<file path="config.mk">
export PLATFORM = sky130hd
export DESIGN_NAME = vector_distance_metric_unit
export DESIGN_NICKNAME = d
export VERILOG_FILES = /design/src/hdl/vdm_pkg.sv /design/src/hdl/vdm_front.sv /design/src/hdl/vdm_queue.sv /design/src/hdl/vdm_back.sv /design/src/hdl/vector_distance_metric_unit.sv
export SDC_FILE = /design/constraint.sdc
export NUM_CORES = 2
export LEC_CHECK = 0
export ABC_AREA = 1
export BUFFER_PORTS_ARGS = -buffer_cell sky130_fd_sc_hd__buf_2
export CAP_MARGIN = 10
export CELL_PAD_IN_SITES_DETAIL_PLACEMENT = 1
export CELL_PAD_IN_SITES_GLOBAL_PLACEMENT = 2
export CORE_UTILIZATION = 35
export CTS_CLUSTER_DIAMETER = 120
export DETAILED_ROUTE_END_ITERATION = 8
export GPL_TIMING_DRIVEN = 0
export HOLD_SLACK_MARGIN = 0.1
export PLACE_DENSITY_LB_ADDON = 0.1
export SLEW_MARGIN = 20
export SYNTH_ARGS = -nofsm -noshare
export SYNTH_HDL_FRONTEND = slang
export SYNTH_SLANG_ARGS = --single-unit
</file>
<file path="constraint.sdc">
create_clock -name clock -period 8.18 [get_ports clock]
set_input_delay 0.818 -clock clock [delete_from_list [all_inputs] [get_ports clock]]
set_output_delay 0.818 -clock clock [all_outputs]
set_load 0.02 [all_outputs]
</file>
<file path="src/hdl/vdm_pkg.sv">
// Package for the vector distance metric unit: widths, metric codes and the job record.
// The record passes from the accumulating front end through the queue to the back end.
// It depends on nothing else.
`default_nettype none

package vdm_pkg;

   localparam int ACC_W   = 48;
   localparam int MODE_W  = 3;
   localparam int COORD_W = 16;
   localparam int DIFF_W  = COORD_W + 1;
   localparam int MAG_W   = 16;
   localparam int SQ_W    = 2 * MAG_W;

   localparam logic [MODE_W-1:0] MODE_L2        = 3'd0;
   localparam logic [MODE_W-1:0] MODE_LINF      = 3'd1;
   localparam logic [MODE_W-1:0] MODE_L2SQUARED = 3'd2;
   localparam logic [MODE_W-1:0] MODE_L1        = 3'd3;

   localparam logic [ACC_W-1:0] ACC_MAX       = 48'hFFFF_FFFF_FFFF;
   localparam logic [ACC_W-1:0] ROOT_BIT_INIT = 48'h4000_0000_0000;

   typedef struct packed {
      logic             need_root;
      logic [ACC_W-1:0] value;
      logic             sat;
   } job_type;

endpackage

`default_nettype wire

</file>
<file path="src/hdl/vdm_front.sv">
// Front end: takes coordinate pairs, forms |b - a| and its square, and accumulates per vector.
// On the last pair it pushes one finished job into the queue. Uses vdm_pkg.
`default_nettype none

module vdm_front #(
   parameter int DEPTH = 4,
   parameter int CNT_W = 3
) (
   input  wire logic                        clock,
   input  wire logic                        reset,
   input  wire logic                        req_valid,
   output logic                             req_stall,
   input  wire logic [vdm_pkg::COORD_W-1:0] req_a_value,
   input  wire logic [vdm_pkg::COORD_W-1:0] req_b_value,
   input  wire logic                        req_last,
   input  wire logic [vdm_pkg::MODE_W-1:0]  mode,
   input  wire logic [CNT_W-1:0]            queue_count,
   output logic                             push_valid,
   output vdm_pkg::job_type                 push_job
);
   import vdm_pkg::*;

   logic                s1_valid_ff, s1_valid_in;
   logic                s1_last_ff;
   logic [MODE_W-1:0]   s1_mode_ff;
   logic [MAG_W-1:0]    s1_mag_ff;
   logic [SQ_W-1:0]     s1_sq_ff;
   logic [ACC_W-1:0]    total_ff, total_in;
   logic                clip_ff, clip_in;

   logic                accept;
   logic [DIFF_W-1:0]   diff;
   logic [MAG_W-1:0]    mag;
   logic [SQ_W-1:0]     sq;
   logic [CNT_W:0]      level;
   logic [ACC_W:0]      sum;
   logic [ACC_W-1:0]    addend;
   logic [ACC_W-1:0]    new_total;
   logic                new_clip;
   logic                known;

   assign level = {1'b0, queue_count} + {{CNT_W{1'b0}}, s1_valid_ff & s1_last_ff};
   assign req_stall = level >= (CNT_W + 1)'(DEPTH);
   assign accept = req_valid && !req_stall;

   always_comb begin
      diff = {req_b_value[COORD_W-1], req_b_value} - {req_a_value[COORD_W-1], req_a_value};
      if (diff[DIFF_W-1]) begin
         mag = MAG_W'(-diff);
      end else begin
         mag = diff[MAG_W-1:0];
      end
      sq = SQ_W'(mag) * SQ_W'(mag);
   end

   always_comb begin
      if (s1_mode_ff == MODE_L1) begin
         addend = ACC_W'(s1_mag_ff);
      end else begin
         addend = ACC_W'(s1_sq_ff);
      end
      sum = {1'b0, total_ff} + {1'b0, addend};
      new_total = total_ff;
      new_clip = clip_ff;
      known = 1'b1;
      case (s1_mode_ff)
         MODE_L2, MODE_L2SQUARED, MODE_L1: begin
            if (sum[ACC_W]) begin
               new_total = ACC_MAX;
               new_clip = 1'b1;
            end else begin
               new_total = sum[ACC_W-1:0];
            end
         end
         MODE_LINF: begin
            if (ACC_W'(s1_mag_ff) > total_ff) begin
               new_total = ACC_W'(s1_mag_ff);
            end
         end
         default: begin
            known = 1'b0;
         end
      endcase
   end

   always_comb begin
      s1_valid_in = accept;
      total_in = total_ff;
      clip_in = clip_ff;
      push_valid = 1'b0;
      push_job.need_root = (s1_mode_ff == MODE_L2);
      push_job.value = known ? new_total : '0;
      push_job.sat = known & new_clip;
      if (s1_valid_ff) begin
         if (s1_last_ff) begin
            push_valid = 1'b1;
            total_in = '0;
            clip_in = 1'b0;
         end else begin
            total_in = new_total;
            clip_in = new_clip;
         end
      end
   end

   always_ff @(posedge clock) begin
      if (reset) begin
         s1_valid_ff <= 1'b0;
         total_ff <= '0;
         clip_ff <= 1'b0;
      end else begin
         s1_valid_ff <= s1_valid_in;
         total_ff <= total_in;
         clip_ff <= clip_in;
      end
   end

   always_ff @(posedge clock) begin
      if (accept) begin
         s1_last_ff <= req_last;
         s1_mode_ff <= mode;
         s1_mag_ff <= mag;
         s1_sq_ff <= sq;
      end
   end

endmodule

`default_nettype wire

</file>
<file path="src/hdl/vdm_queue.sv">
// Short queue of finished jobs between the front end and the back end.
// Uses the job record from vdm_pkg.
`default_nettype none

module vdm_queue #(
   parameter int DEPTH = 4,
   parameter int CNT_W = 3
) (
   input  wire logic             clock,
   input  wire logic             reset,
   input  wire logic             push_valid,
   input  wire vdm_pkg::job_type push_job,
   input  wire logic             pop,
   output vdm_pkg::job_type      head_job,
   output logic                  not_empty,
   output logic [CNT_W-1:0]      count
);
   import vdm_pkg::*;

   localparam int PTR_W = (DEPTH > 1) ? $clog2(DEPTH) : 1;

   job_type             slot_ff [DEPTH];
   logic [PTR_W-1:0]    wr_ptr_ff, wr_ptr_in;
   logic [PTR_W-1:0]    rd_ptr_ff, rd_ptr_in;
   logic [CNT_W-1:0]    count_ff, count_in;

   function automatic logic [PTR_W-1:0] next_ptr(input logic [PTR_W-1:0] p);
      logic [PTR_W-1:0] n;
      if (p == PTR_W'(DEPTH - 1)) begin
         n = '0;
      end else begin
         n = p + 1'b1;
      end
      return n;
   endfunction

   assign not_empty = (count_ff != '0);
   assign count = count_ff;
   assign head_job = slot_ff[rd_ptr_ff];

   always_comb begin
      wr_ptr_in = push_valid ? next_ptr(wr_ptr_ff) : wr_ptr_ff;
      rd_ptr_in = pop ? next_ptr(rd_ptr_ff) : rd_ptr_ff;
      count_in = count_ff + CNT_W'(push_valid) - CNT_W'(pop);
   end

   always_ff @(posedge clock) begin
      if (reset) begin
         wr_ptr_ff <= '0;
         rd_ptr_ff <= '0;
         count_ff <= '0;
      end else begin
         wr_ptr_ff <= wr_ptr_in;
         rd_ptr_ff <= rd_ptr_in;
         count_ff <= count_in;
      end
   end

   always_ff @(posedge clock) begin
      if (push_valid) begin
         slot_ff[wr_ptr_ff] <= push_job;
      end
   end

endmodule

`default_nettype wire

</file>
<file path="src/hdl/vdm_back.sv">
// Back end: takes jobs from the queue, runs the floor square root for L2 one bit pair a cycle,
// and holds the result in the output register. Uses vdm_pkg.
`default_nettype none

module vdm_back (
   input  wire logic                      clock,
   input  wire logic                      reset,
   input  wire vdm_pkg::job_type          head_job,
   input  wire logic                      not_empty,
   output logic                           pop,
   output logic                           rsp_valid,
   input  wire logic                      rsp_stall,
   output logic [vdm_pkg::ACC_W-1:0]      rsp_distance,
   output logic                           rsp_saturated
);
   import vdm_pkg::*;

   localparam logic ST_IDLE = 1'b0;
   localparam logic ST_ROOT = 1'b1;

   logic              state_ff, state_in;
   logic [ACC_W-1:0]  rem_ff, rem_in;
   logic [ACC_W-1:0]  root_ff, root_in;
   logic [ACC_W-1:0]  bit_ff, bit_in;
   logic              sat_ff, sat_in;
   logic              out_valid_ff, out_valid_in;
   logic [ACC_W-1:0]  out_dist_ff, out_dist_in;
   logic              out_sat_ff, out_sat_in;

   logic              out_free;
   logic [ACC_W-1:0]  trial;

   assign out_free = !out_valid_ff || !rsp_stall;
   assign trial = root_ff + bit_ff;

   always_comb begin
      state_in = state_ff;
      rem_in = rem_ff;
      root_in = root_ff;
      bit_in = bit_ff;
      sat_in = sat_ff;
      out_valid_in = out_valid_ff && rsp_stall;
      out_dist_in = out_dist_ff;
      out_sat_in = out_sat_ff;
      pop = 1'b0;
      case (state_ff)
         ST_IDLE: begin
            if (not_empty) begin
               if (head_job.need_root) begin
                  pop = 1'b1;
                  rem_in = head_job.value;
                  root_in = '0;
                  bit_in = ROOT_BIT_INIT;
                  sat_in = head_job.sat;
                  state_in = ST_ROOT;
               end else if (out_free) begin
                  pop = 1'b1;
                  out_valid_in = 1'b1;
                  out_dist_in = head_job.value;
                  out_sat_in = head_job.sat;
               end
            end
         end
         ST_ROOT: begin
            if (bit_ff != '0) begin
               if (rem_ff >= trial) begin
                  rem_in = rem_ff - trial;
                  root_in = (root_ff >> 1) + bit_ff;
               end else begin
                  root_in = root_ff >> 1;
               end
               bit_in = bit_ff >> 2;
            end else if (out_free) begin
               out_valid_in = 1'b1;
               out_dist_in = root_ff;
               out_sat_in = sat_ff;
               state_in = ST_IDLE;
            end
         end
         default: begin
            state_in = ST_IDLE;
         end
      endcase
   end

   always_ff @(posedge clock) begin
      if (reset) begin
         state_ff <= ST_IDLE;
         out_valid_ff <= 1'b0;
      end else begin
         state_ff <= state_in;
         out_valid_ff <= out_valid_in;
      end
   end

   always_ff @(posedge clock) begin
      rem_ff <= rem_in;
      root_ff <= root_in;
      bit_ff <= bit_in;
      sat_ff <= sat_in;
      out_dist_ff <= out_dist_in;
      out_sat_ff <= out_sat_in;
   end

   assign rsp_valid = out_valid_ff;
   assign rsp_distance = out_dist_ff;
   assign rsp_saturated = out_sat_ff;

endmodule

`default_nettype wire

</file>
<file path="src/hdl/vector_distance_metric_unit.sv">
// Top level of the vector distance metric unit: metric register, front end, job queue, back end.
// Instantiates vdm_front, vdm_queue and vdm_back and uses vdm_pkg.
//
// Coordinate pairs are taken one per cycle while the input is not stalled, and each vector
// yields one result on its last pair. The front end accumulates at full rate. The result
// of an L1, L-infinity or squared L2 vector passes from the front-end stage register
// through the job queue to the output register. An L2 result needs the shared square root
// unit, which resolves one root bit per cycle and holds the vector until its root reaches
// the output register. Up to QUEUE_DEPTH finished vectors wait in the queue
// ahead of it, and the input stalls when the queue, counting a finished vector about to enter
// it, is full. The metric register takes a write in every cycle and should be changed only
// while no vector is in flight.
`default_nettype none

module vector_distance_metric_unit #(
   parameter int QUEUE_DEPTH = 4
) (
   input  wire logic                        clock,
   input  wire logic                        reset,
   input  wire logic                        req_valid,
   output logic                             req_stall,
   input  wire logic [vdm_pkg::COORD_W-1:0] req_a_value,
   input  wire logic [vdm_pkg::COORD_W-1:0] req_b_value,
   input  wire logic                        req_last,
   output logic                             rsp_valid,
   input  wire logic                        rsp_stall,
   output logic [vdm_pkg::ACC_W-1:0]        rsp_distance,
   output logic                             rsp_saturated,
   input  wire logic                        csr_valid,
   output logic                             csr_ready,
   input  wire logic [vdm_pkg::MODE_W-1:0]  csr_metric_mode
);
   import vdm_pkg::*;

   localparam int CNT_W = $clog2(QUEUE_DEPTH + 1);

   logic [MODE_W-1:0]  mode_ff, mode_in;
   logic               push_valid;
   job_type            push_job;
   job_type            head_job;
   logic               not_empty;
   logic               pop;
   logic [CNT_W-1:0]   queue_count;

   assign csr_ready = 1'b1;
   assign mode_in = (csr_valid && csr_ready) ? csr_metric_mode : mode_ff;

   always_ff @(posedge clock) begin
      if (reset) begin
         mode_ff <= MODE_L2;
      end else begin
         mode_ff <= mode_in;
      end
   end

   vdm_front #(
      .DEPTH (QUEUE_DEPTH),
      .CNT_W (CNT_W)
   ) u_front (
      .clock       (clock),
      .reset       (reset),
      .req_valid   (req_valid),
      .req_stall   (req_stall),
      .req_a_value (req_a_value),
      .req_b_value (req_b_value),
      .req_last    (req_last),
      .mode        (mode_ff),
      .queue_count (queue_count),
      .push_valid  (push_valid),
      .push_job    (push_job)
   );

   vdm_queue #(
      .DEPTH (QUEUE_DEPTH),
      .CNT_W (CNT_W)
   ) u_queue (
      .clock      (clock),
      .reset      (reset),
      .push_valid (push_valid),
      .push_job   (push_job),
      .pop        (pop),
      .head_job   (head_job),
      .not_empty  (not_empty),
      .count      (queue_count)
   );

   vdm_back u_back (
      .clock         (clock),
      .reset         (reset),
      .head_job      (head_job),
      .not_empty     (not_empty),
      .pop           (pop),
      .rsp_valid     (rsp_valid),
      .rsp_stall     (rsp_stall),
      .rsp_distance  (rsp_distance),
      .rsp_saturated (rsp_saturated)
   );

endmodule

`default_nettype wire

</file>
* Word-level counts from Yosys, hierarchy flattened
Memories as Yosys holds them, arrays and structs flattened. A register that Yosys moved wholly into a read port is not among the register bits.
Index checks and enable logic that the tools add are counted.
W data, S select, Z words.
** Storage, ports and cells
- Memory bits (writable) :: 200
- Memory bits (read-only) :: 0
- Word-level logic and storage cells :: 125
- Memories kept :: 1
- Output and inout port bits :: 52
- Bits in latches :: 0
- Bits of input ports :: 41
- Bits in registers :: 308
** Memories
- u_queue.slot_ff :: depth 4, bits a word 50, read ports 1, clocked after Yosys merged registers in 1, write ports 1, RTL line vdm_queue.sv:22 : job_type slot_ff [DEPTH];
** Cells by class
- Reductions and logical operators :: 15
- Div/mod/pow operators :: 0
- Shift-type cells :: 0
- Mux-type cells :: 59
- $add $sub $neg :: 11
- Magnitude comparators :: 3
- Bitwise gates (word level) :: 3
- Multipliers :: 1
- Equality and inequality tests :: 13
** Operators by type and width (number)
- $mux W48 :: 20
- $pmux W48 S2 :: 5
- $add A48 B32 Y49 :: 1
- $add A47 B48 Y48 :: 1
- $add A48 B48 Y48 :: 1
- $ge A48 B48 Y1 :: 1
- $gt A16 B48 Y1 :: 1
- $reduce_bool A48 Y1 :: 1
- $sub A48 B48 Y48 :: 1
- $mul A16 B16 Y32 :: 1
- $mux W32 :: 1
- $mux W1 :: 25
- $sub A16 B16 Y17 :: 1
- $mux W16 :: 1
- $neg A16 Y16 :: 1
- $ne A2 B2 Y1 const B :: 7
- $mux W2 :: 4
- $eq A3 B2 Y1 const B :: 2
- $pmux W1 S2 :: 3
- $reduce_and A3 Y1 :: 2
- $reduce_and A5 Y1 :: 1
- $add A2 B1 Y2 const B :: 2
- $add A3 B1 Y4 :: 1
- $eq A2 B2 Y1 const B :: 2
- other kinds (15) :: 19

* Longest topological paths before layout
- Word-level depth :: 8
- Mapped depth :: 44
- Gate-level depth less buffers :: 44

* Hierarchy
Synthesis repeated with hierarchy kept, for this count alone.
** Second synthesis, totals
- Cells, all modules :: 5604
- Area, all modules :: 41262.1 µm²
** Modules (own cells, without submodules)
- vdm_front :: times used 1, area an instance 16819.9 µm², cells each 2410, sequential area each 2502.4 µm²
- vdm_back :: times used 1, area an instance 16335.7 µm², cells each 2582, sequential area each 5144.9 µm²
- vdm_queue :: times used 1, area an instance 7975.1 µm², cells each 591, sequential area each 6185.9 µm²
- vector_distance_metric_unit :: times used 1, area an instance 131.4 µm², cells each 21, sequential area each 60.1 µm²

* Worst setup path after synthesis
No wires, ideal clock.
- Path type :: input to register
- From :: input req_b_value[0] (netlist bit)
- To :: register u_front.s1_sq_ff[29] (data pin)
- Data required time :: 7.921 ns
- Path buffers :: 1
- Setup time :: 0.259 ns
- Slack :: 0.240 ns
- Data arrival time :: 7.681 ns
- Cell stages on the path :: 39
- Cell sequence :: inv_1 ha_1 inv_1 fa_1 inv_1 ha_1 inv_1 nor2_1 nand3_1 nor2_1 nand3_1 o21ai_1 nand2_1 and2_1 buf_4 inv_4 nor2_1 fa_1 [... 3 more ...] fa_1 fa_1 fa_1 inv_1 fa_1 inv_1 ha_1 a21oi_1 o21ai_0 a21oi_1 inv_1 nand2_1 nand2_1 a21oi_1 o21bai_1 nand3_1 nand2_1 xor2_1
** Between the ends
- Cells in the longest elaborated chain, start to end :: 4
** RTL lines
- start, declared :: RTL line vector_distance_metric_unit.sv:23 : input wire logic [vdm_pkg::COORD_W-1:0] req_b_value,
- $sub A16 B16 Y17 * :: RTL line vdm_front.sv:47 : diff = {req_b_value[COORD_W-1], req_b_value} - {req_a_value[COORD_W-1], req_a_value};
- $neg A16 Y16 :: RTL line vdm_front.sv:49 : mag = MAG_W'(-diff);
- $mux W16 * :: RTL line vdm_front.sv:48 : if (diff[DIFF_W-1]) begin
- via u_front.mag[10] :: RTL line vdm_front.sv:33 : logic [MAG_W-1:0] mag;
- $mul A16 B16 Y32 * :: RTL line vdm_front.sv:53 : sq = SQ_W'(mag) * SQ_W'(mag);
- via u_front.sq[29] :: RTL line vdm_front.sv:34 : logic [SQ_W-1:0] sq;
- end signal, assigned :: RTL line vdm_front.sv:123 : s1_sq_ff <= sq;
- end, declared :: RTL line vdm_front.sv:27 : logic [SQ_W-1:0] s1_sq_ff;
Mark *: on every way through the listed nets, which the timed path passes. The rest lies on a longest branch.
A chain may end at the register's enable or synchronous reset.

* Worst setup path after layout
- From :: input req_b_value[0] (netlist bit)
- To :: register u_front.s1_sq_ff[28] (data pin)
** Between the ends
- Cells in the longest elaborated chain, start to end :: 4
** RTL lines (RTL line)
- $sub A16 B16 Y17 * :: vdm_front.sv:47
- $neg A16 Y16 :: vdm_front.sv:49
- $mux W16 * :: vdm_front.sv:48
- $mul A16 B16 Y32 * :: vdm_front.sv:53
- via u_front.sq[28] :: vdm_front.sv:34
Marked as above.

==> results.toml <==
[placed_design]
hpwl_um = 122900
place_congestion = 0.9154
portBuffers = 91

[timing]
worst_pin_slew_ns = 1.160
clock_skew_ns = 0.03415
setup_viol_count_final = 0
max_freq_ghz = 0.1276
final_max_slew_viol_count = 0
finalCriticalPeriod_ns = 7.837
finalHoldViolations = 0
maxSlewHeadroom = 0.2266
period_share = 0.9580

[final_layout]
final_util = 0.4008
layout.nets = 5636
mostFrequentLayoutCells = "1020 x nand2_1, 769 x inv_1, 553 x nor2_1, 420 x edfxtp_1, 393 x o21ai_0"
diodes = 0
mostFrequentLayoutCell = "nand2_1"
drive_gt1_frac = 0.07660
area_growth_pct = 13.68

[yosys]
ys_async_sr_fraction = 0
synth_edf_count = 420
ys_seq_area_frac = 0.3565
syn_inst = 4964
syn_area_um2 = 38970
yosys_most_used_dff = "edfxtp_1"
synth_nets = 5438
synth.avg_cell_area_um2 = 7.850
synth-seq-cells = 484
synth_cell_types = 59
synth.yosys.warnings = 0

[global_route]
grt_start_max_net_pins = 25
grtUsageTotal = 0.2645
grt_overflow = 0
antenna_found_initial = 2
grt_pass1_vias = 36600
grt_first_pass_wirelength_um = 224200

[critical_path]
slowest_stage = "fa_1"
startpoint = "req_b_value[0]"
crit_path_start_kind = "input pin"
worstPathMaxFanout = 5
endpoint = "u_front.s1_sq_ff[28]"
max_stage_delay_ns = 0.55
path_buf_inv = 11
ff2ff_path_depth = 26
cp_data_required_time_ns = 8.58
rr_startpoint = "u_back.bit_ff[2]"
cp_top_family = "adder cells"
end_kind = "register"
reg2reg_slack_ns = 1.27
cp_data_arrival_time_ns = 8.24
crit_type = "in2reg"
worst_r2r_endpoint = "u_back.root_ff[34]"
crit_cells = 38

[clocking]
clockBufferDepth = 3
clk_pin_slew_worst_paths_ns = 0.06
cts_buffers = 57
clock_latency_ns = 0.66
htree_levels = 2
postCtsHoldBufs = 0
cts_tree = "built"
clock-sinks = 484
root_buffer = "clkbuf_16"

[hold_path]
hold_path.class = "in2reg"

[route]
wirelength_um = 149300
wl_met2_um = 72900
wl_per_cell_um = 22.30
drc = 0
vias = 34620
drtAntennaViolNets = 0
wl_met1_um = 68110
drt_iter0_drc = 1838
highest_layer = "met4"
viasPerCell = 5.170
wl_met3_um = 4552
drt-pass1-iter-count = 5

[status]
run_status = "finished, final reports clean"

[floorplan]
start_util = 0.3526
num_rows = 122
die-area_um2 = 112700
core_um2 = 110500
die_h_um = 335.7
io_pins = 93
fp.dieW_um = 335.7

[flow_run]
cap_violations = 0
==> cell families (layout without fill, tap and decap cells) <==
logic type	count (synthesis)	in the layout	share of synthesized area
and+or+nand+nor	1988	1988	0.2104
DFF	484	484	0.3565
buffers and inverters	925	1170	0.09106
AOI/OAI and AO/OA	1003	1003	0.1411
xor gates and xnor gates	130	130	0.02980
adders and majority gates	433	433	0.1710
other	1	1	0.00009624
==> registers in the layout, summed over array words and instances, names as in the netlist, 2 cells and up, named ones only <==
register and count:
u_queue.count 3, u_back.rsp_distance 48, u_back.root_ff 48, u_front.s1_sq_ff 31, u_front.total_ff 48, u_back.rem_ff 48, u_queue.rd_ptr_ff 2, u_front.s1_mode_ff 3
u_front.s1_mag_ff 15, mode_ff 3, u_queue.wr_ptr_ff 2, u_queue.slot_ff 200, u_back.bit_ff 24
==> worst min-delay path by stage <==
stage / cells after the start / to / from
CTS: 1 / u_front.s1_last_ff / req_last
global route: 1 / u_front.s1_last_ff / req_last
global placement: 0 / u_front.s1_mode_ff[2] / mode_ff[2]
floorplan: 0 / u_front.s1_mode_ff[1] / mode_ff[1]
detailed placement: 0 / u_front.s1_mode_ff[2] / mode_ff[2]
finish: 1 / u_front.s1_last_ff / req_last
==> metal layers <==
metal  GRT usage  up-vias
met3     0.02339      162
li1            -    16800
met1      0.3479    17180
met2      0.4647      481
met5           0        -
met4     0.06538        0
==> Yosys cell counts, drive strengths merged, types with 3 or more instances <==
library cell  instances  area share
nand2              1048        0.10
inv                 799       0.077
nor2                580       0.057
edfxtp              420        0.32
o21ai               409       0.053
a21oi               365       0.047
ha                  267       0.086
nand3               191       0.025
fa                  166       0.085
clkbuf               87      0.0084
xor2                 83       0.019
o22ai                69       0.011
nor3                 65      0.0085
dfxtp                64       0.033
xnor2                47       0.011
a31oi                44      0.0071
buf                  37      0.0055
nor4                 36      0.0058
nand4                35      0.0056
o21bai               34      0.0066
a21o                 22      0.0042
o21a                 14      0.0027
or2                  11      0.0018
and2                 10      0.0016
a211oi                9      0.0017
nand3b                7      0.0013
o211ai                7      0.0013
a21boi                6      0.0012
o31ai                 6      0.0012
a221oi                4     0.00090
and3                  3     0.00048
o32ai                 3     0.00067
==> final cells by class <==
class | count | area, um2
Buffer | 124 | 600.6
Clock buffer | 66 | 1460
Timing Repair Buffer | 139 | 1111
Multi-Input combinational cell | 3555 | 21930
Tap cell | 1488 | 1862
Sequential cell | 484 | 13890
Clock inverter | 40 | 402.9
Fill cell | 13420 | 66220
Inverter | 801 | 3037
==> worst register-to-register path, delay by kind of cell, from the launching register on <==
family	cells	cell delay (ns)
flops	1	0.47
simple gates	14	2.61
fa+ha+maj	2	0.74
buf+inv	1	0.64
compound gates	9	2.16
==> through the flow <==
step	instances	cell area (um2)	setup WS (ns)	TNS (ns)	hold slack, ns
after global placement	6543	41280	-3.727	-345.33	0.4125
after floorplan	4964	38970	0.2405	0	0.4029
final	6697	44300	0.3435	0	0.3571
after detailed placement	6566	41810	-1.461	-19.28	0.4265
after CTS	6680	43920	0.003587	0	0.3151
after global routing	6697	44300	-0.02577	-0.05049	0.3299
==> timing repair <==
action                                  CTS  global route
pin swaps                                 3            26
gates resized for setup                  42            67
endpoints found under the setup margin   16            15
setup buffers                             8            17
hold endpoints to repair                  0             0
Power is left out: the tool's default activity adds up to more than one toggle a clock period on the data nets, which glitch-free logic cannot reach.
